**config.mk**
```make
export PLATFORM = sky130hd
export DESIGN_NAME = bfed_ctrl
export DESIGN_NICKNAME = d
export VERILOG_FILES = /design/src/sv/bfed_pkg.sv /design/src/sv/bfed_ctrl.sv
export SDC_FILE = /design/constraint.sdc
export NUM_CORES = 1
export LEC_CHECK = 0
export BUFFER_PORTS_ARGS = -buffer_cell sky130_fd_sc_hd__buf_2
export CORE_AREA = 2 2 39 41
export CTS_CLUSTER_DIAMETER = 100
export CTS_CLUSTER_SIZE = 10
export DETAILED_ROUTE_END_ITERATION = 7
export DIE_AREA = 0 0 41 43
export GPL_ROUTABILITY_DRIVEN = 0
export PLACE_DENSITY = 0.52
export SYNTH_ARGS = -nofsm -noshare
export SYNTH_HDL_FRONTEND = slang
export SYNTH_SLANG_ARGS = --single-unit
```
**constraint.sdc**
```tcl
create_clock -name clk -period 5.15 [get_ports clk]
set_input_delay 0.2575 -clock clk [delete_from_list [all_inputs] [get_ports clk]]
set_output_delay 0.2575 -clock clk [all_outputs]
set_load 0.01 [all_outputs]
```
**src/sv/bfed_pkg.sv**
```systemverilog
// Types, constants and power table functions for the flight event detector
package bfed_pkg;

	localparam int PRESS_W   = 25;
	localparam int R_BITS    = 18;
	localparam int TAB_W     = 18;
	localparam int LOG_FRAC  = 24;
	localparam longint unsigned EXPONENT_Q24 = 64'd3192704;
	localparam int SCALE_CM  = 4433000;
	localparam logic [R_BITS-1:0] R_SAT = '1;
	localparam logic [PRESS_W-1:0] MIN_INIT = '1;

	localparam logic [5:0]  GROUP_SIZE_RST = 6'd10;
	localparam logic [15:0] CALIB_WIN_RST  = 16'd5000;
	localparam logic [15:0] GROUND_THR_RST = 16'd100;

	// register indexes
	localparam logic [1:0] REG_GROUP_SIZE = 2'd0;
	localparam logic [1:0] REG_CALIB_WIN  = 2'd1;
	localparam logic [1:0] REG_GROUND_THR = 2'd2;

	// request codes
	localparam logic REQ_START  = 1'b0;
	localparam logic REQ_SAMPLE = 1'b1;

	typedef struct packed {
		logic                req_type;
		logic [PRESS_W-1:0]  pressure_q8;
		logic [31:0]         time_ms;
	} req_t;

	typedef struct packed {
		logic signed [23:0]  altitude_cm;
		logic [22:0]         max_altitude_cm;
		logic [31:0]         apogee_time_ms;
		logic                calibrating;
		logic                descending;
		logic                descent_beep;
		logic                landed;
	} res_t;

	typedef struct packed {
		logic [5:0]  group_size;
		logic [15:0] calib_window_ms;
		logic [15:0] ground_threshold_cm;
	} cfg_t;

	typedef enum logic [1:0] {
		PH_READY,
		PH_FLIGHT,
		PH_LANDED
	} phase_t;

	typedef enum logic [3:0] {
		ST_IDLE,
		ST_PREP,
		ST_DIV,
		ST_POS,
		ST_READ,
		ST_INTERP,
		ST_SCALE,
		ST_ALT,
		ST_DECIDE,
		ST_OUT
	} state_t;

	typedef struct packed {
		logic load;
		logic prep;
		logic div;
		logic pos;
		logic rd;
		logic interp;
		logic scale;
		logic alt;
		logic decide;
		logic emit;
	} cmd_t;

	typedef struct packed {
		logic grp_done;
		logic calib;
		logic div_last;
		logic out_free;
	} stat_t;

	// integer square root, bit by bit
	function automatic longint unsigned int_sqrt(longint unsigned v_in);
		longint unsigned v;
		longint unsigned r;
		longint unsigned b;
		v = v_in;
		r = 0;
		b = 64'd1 << 62;
		while (b > v)
			b = b >> 2;
		while (b != 0) begin
			if (v >= r + b) begin
				v = v - (r + b);
				r = (r >> 1) + b;
			end else begin
				r = r >> 1;
			end
			b = b >> 2;
		end
		return r;
	endfunction

	// x in Q2.16, returns x^0.1903 in Q16 via log2 and exp2
	function automatic logic [TAB_W-1:0] pow_q16(longint unsigned x);
		longint unsigned rf [0:LOG_FRAC];
		longint unsigned m;
		longint unsigned frac;
		longint unsigned lb;
		longint unsigned pb;
		longint unsigned fp;
		longint unsigned acc;
		int e;
		int q;
		rf[0] = 64'd1 << 31;
		rf[1] = int_sqrt(64'd1 << 61);
		for (int i = 2; i <= LOG_FRAC; i++)
			rf[i] = int_sqrt(rf[i-1] << 30);
		if (x == 0 || x > (64'd1 << 18))
			return '0;
		e = 0;
		while ((x >> (e + 1)) != 0)
			e++;
		m = x << (30 - e);
		frac = 0;
		for (int k = 0; k < LOG_FRAC; k++) begin
			m = (m * m) >> 30;
			frac = frac << 1;
			if (m >= (64'd1 << 31)) begin
				frac = frac | 64'd1;
				m = m >> 1;
			end
		end
		lb = (longint'(e) << LOG_FRAC) + frac;
		pb = ((lb * EXPONENT_Q24) >> LOG_FRAC) + (64'd4 << LOG_FRAC) - 64'd16 * EXPONENT_Q24;
		fp = pb & ((64'd1 << LOG_FRAC) - 1);
		q = int'(pb >> LOG_FRAC);
		if (q > 18)
			q = 18;
		acc = 64'd1 << 30;
		for (int k = 1; k <= LOG_FRAC; k++)
			if (((fp >> (LOG_FRAC - k)) & 64'd1) != 0)
				acc = (acc * rf[k]) >> 30;
		acc = acc >> (18 - q);
		return acc[TAB_W-1:0];
	endfunction

endpackage

```
**src/sv/bfed_ctrl.sv**
```systemverilog
// Sequencer for the group result computation
module bfed_ctrl (
	input  logic           clk,
	input  logic           arst_n,
	input  logic           req_valid,
	input  bfed_pkg::stat_t stat,
	output bfed_pkg::cmd_t cmd,
	output logic           req_stall
);
	import bfed_pkg::*;

	state_t state_q;
	state_t state_d;

	// state register
	always_ff @(posedge clk or negedge arst_n) begin
		if (!arst_n)
			state_q <= ST_IDLE;
		else
			state_q <= state_d;
	end

	// next state and commands
	always_comb begin
		state_d = state_q;
		cmd = '0;
		req_stall = (state_q != ST_IDLE);
		case (state_q)
			ST_IDLE: begin
				if (req_valid) begin
					cmd.load = 1'b1;
					if (stat.grp_done)
						state_d = stat.calib ? ST_OUT : ST_PREP;
				end
			end
			ST_PREP: begin
				cmd.prep = 1'b1;
				state_d = ST_DIV;
			end
			ST_DIV: begin
				cmd.div = 1'b1;
				if (stat.div_last)
					state_d = ST_POS;
			end
			ST_POS: begin
				cmd.pos = 1'b1;
				state_d = ST_READ;
			end
			ST_READ: begin
				cmd.rd = 1'b1;
				state_d = ST_INTERP;
			end
			ST_INTERP: begin
				cmd.interp = 1'b1;
				state_d = ST_SCALE;
			end
			ST_SCALE: begin
				cmd.scale = 1'b1;
				state_d = ST_ALT;
			end
			ST_ALT: begin
				cmd.alt = 1'b1;
				state_d = ST_DECIDE;
			end
			ST_DECIDE: begin
				cmd.decide = 1'b1;
				state_d = ST_OUT;
			end
			ST_OUT: begin
				if (stat.out_free) begin
					cmd.emit = 1'b1;
					state_d = ST_IDLE;
				end
			end
			default: begin
				state_d = ST_IDLE;
			end
		endcase
	end

endmodule

```
==> impl_metrics.json <==
{
  "drv_cap": 0,
  "max_freq_mhz": 551,
  "ant_nets": 0,
  "cp.arrival_ns": 1.93,
  "period_share_pct": 35.3,
  "synthCells": 41,
  "drtIter0Drc": 1,
  "max_stage_delay_ns": 0.59,
  "antenna_found_initial": 0,
  "min-delay-path-class": "input port to async pin",
  "clockBufferDepth": 2,
  "drt_pass1_iterations": 2,
  "timing.final.crit_period_ns": 1.82,
  "r2r_end": "state_q[3]",
  "fin_setup_tns_ns": 0,
  "synth_fp_nets": 48,
  "cts_resized": 0,
  "largestRegisters": "state_q x4",
  "ys_types": 24,
  "synth-seq-cells": 4,
  "worst-path-max-fanout": 15,
  "fin_nets": 67,
  "die_y_um": 43,
  "synth_seq_area_share_pct": 30.4,
  "yosysWarnings": 0,
  "pin_count": 18,
  "cts_setup_buffers": 0,
  "most-common-layout-cells": "17 x buf_2, 6 x nor2_1, 4 x nor3_1, 4 x dfrtp_1",
  "dieArea_um2": 1760,
  "initial_utilization_pct": 23.8,
  "die_w_um": 41,
  "r2r_slack_ns": 3.33,
  "numClockSinks": 4,
  "cp-end-kind": "flop",
  "synth.avg_cell_area_um2": 8.03,
  "ir_drop_mv": 0.211,
  "port_buffers": 17,
  "clk_pin_slew_ns": 0.04,
  "synth_edf_count": 0,
  "dpl_cell_area_um2": 409,
  "finalInstanceArea_um2": 442,
  "crit_chain": "or4bb_1, a21oi_2, a21oi_2, mux2_4",
  "htree_levels": 1,
  "core.rowCount": 14,
  "grt_use_total_pct": 10.4,
  "drv_slew": 0,
  "rsz0062_at_grt": "no",
  "cellLeakagePower_nw": 0.222,
  "required_ns": 5.27,
  "place_inst": 70,
  "gr-total-overflow": 0,
  "setup_viol": 0,
  "grt_pass1_wl_mm": 1.26,
  "antenna_cells": 0,
  "maxSlewHeadroom_pct": 68.3,
  "finalWirelength_um": 769,
  "cts_buffers": 3,
  "largest_register": "state_q",
  "r2r_start": "state_q[3]",
  "clock-skew-final_ns": 0.00542,
  "vias_per_cell": 4.70,
  "insertion_delay_ns": 0.24,
  "grt_pass1_vias": 321,
  "start_kind": "flop",
  "largest_reg_flops": 4,
  "ys.flop_type": "dfrtp_1",
  "ctsHoldBuffers": 1,
  "drive_gt1_share_pct": 39.7,
  "hold_viol": 0,
  "fin_cells": 74,
  "layout-area-overhead-vs-synth_pct": 34.2,
  "clockRootBuffer": "clkbuf_4",
  "drcViolationCount": 0,
  "cts_tree": "built",
  "status": "complete, no violations",
  "cp_common_cell": "a21oi_2",
  "vias": 348,
  "ys_async_sr_fraction_pct": 100,
  "tightest_slew_ns": 0.471,
  "wl_per_cell_um": 10.4,
  "core_area_um2": 1380,
  "final_common_cell": "buf_2",
  "ff2ff_path_depth": 4,
  "place.detailed.hpwl_um": 560,
  "powerDensity_nw_per_um2": 568,
  "slowest_stage": "dfrtp_1",
  "grt_max_degree": 16,
  "synth_area_um2": 329,
  "worstSetupPathType": "flop to flop"
}
==> kinds of logic (layout without fill, tap and decap cells) <==
kind of cell	count (synthesis)	after routing	synth area share [%]
and+or+nand+nor	21	21	36.5
AOI/OAI and AO/OA	8	8	16.0
buffers and inverters	6	23	9.88
DFF	4	4	30.4
xor gates and xnor gates	1	1	2.66
muxes	1	1	4.56
==> cell usage after synthesis (2+ instances only) <==
| cell | n | share of area [%] |
|---|---|---|
| dfrtp_1 | 4 | 30 |
| a21oi_1 | 3 | 4.6 |
| nor2_1 | 6 | 6.8 |
| inv_1 | 2 | 2.3 |
| nand2b_1 | 2 | 3.8 |
| a21oi_2 | 2 | 5.3 |
| nor3_1 | 4 | 6.1 |
| nand2_1 | 2 | 2.3 |
==> where the power goes <==
group,internal (mW),switching [mW],leakage (nW)
combinational,0.0660,0.0643,0.157
clock,0.0260,0.0126,0.0138
sequential,0.0452,0.0365,0.0509
==> worst max-delay path, delay by kind of cell (launching register included) <==
family / cells / cell delay (ns)
flops: 1 / 0.59
simple gates: 1 / 0.55
mux: 1 / 0.31
compound gates: 2 / 0.26
==> stage by stage <==
step                hold slack [ns]  total power, mW  setup slack [ns]  utilization [%]
finish                        0.351            0.251              3.33             31.9
global route                  0.371            0.276              3.21             31.9
CTS                           0.345            0.255              3.32             31.9
detailed placement           0.0664            0.212              3.34             29.6
global placement             0.0640            0.212              3.37             29.6
floorplan                   -0.0381            0.182              3.48                -
==> routing by layer <==
| metal | share of wire, % | wire length [µm] | track usage (%) | vias to the layer above |
|---|---|---|---|---|
| li1 | - | - | - | 177 |
| met1 | 47 | 361 | 14.2 | 161 |
| met2 | 48 | 366 | 14.7 | 10 |
| met3 | 5.5 | 42 | 3.14 | 0 |
| met4 | 0 | 0 | 4.00 | 0 |
| met5 | 0 | 0 | 0 | - |
==> layout make-up <==
cell class,count,area [µm²]
Clock buffer,3,22.5
Fill cell,153,942
Inverter,2,7.51
Multi-Input combinational cell,31,196
Sequential cell,4,100
Tap cell,16,20.0
Timing Repair Buffer,18,95.1
==> how the worst max path moves through the flow <==
stage                    start          to  slack (ns)  cells after the start
finish              state_q[3]  state_q[3]        3.33                      4
global route        state_q[3]      cmd[9]        3.21                      3
CTS                 state_q[3]      cmd[9]        3.32                      3
detailed placement  state_q[3]  state_q[3]        3.34                      4
global placement    state_q[3]  state_q[3]        3.37                      4
floorplan           state_q[0]  state_q[3]        3.48                      5
Power figures use the tool's default switching activity.
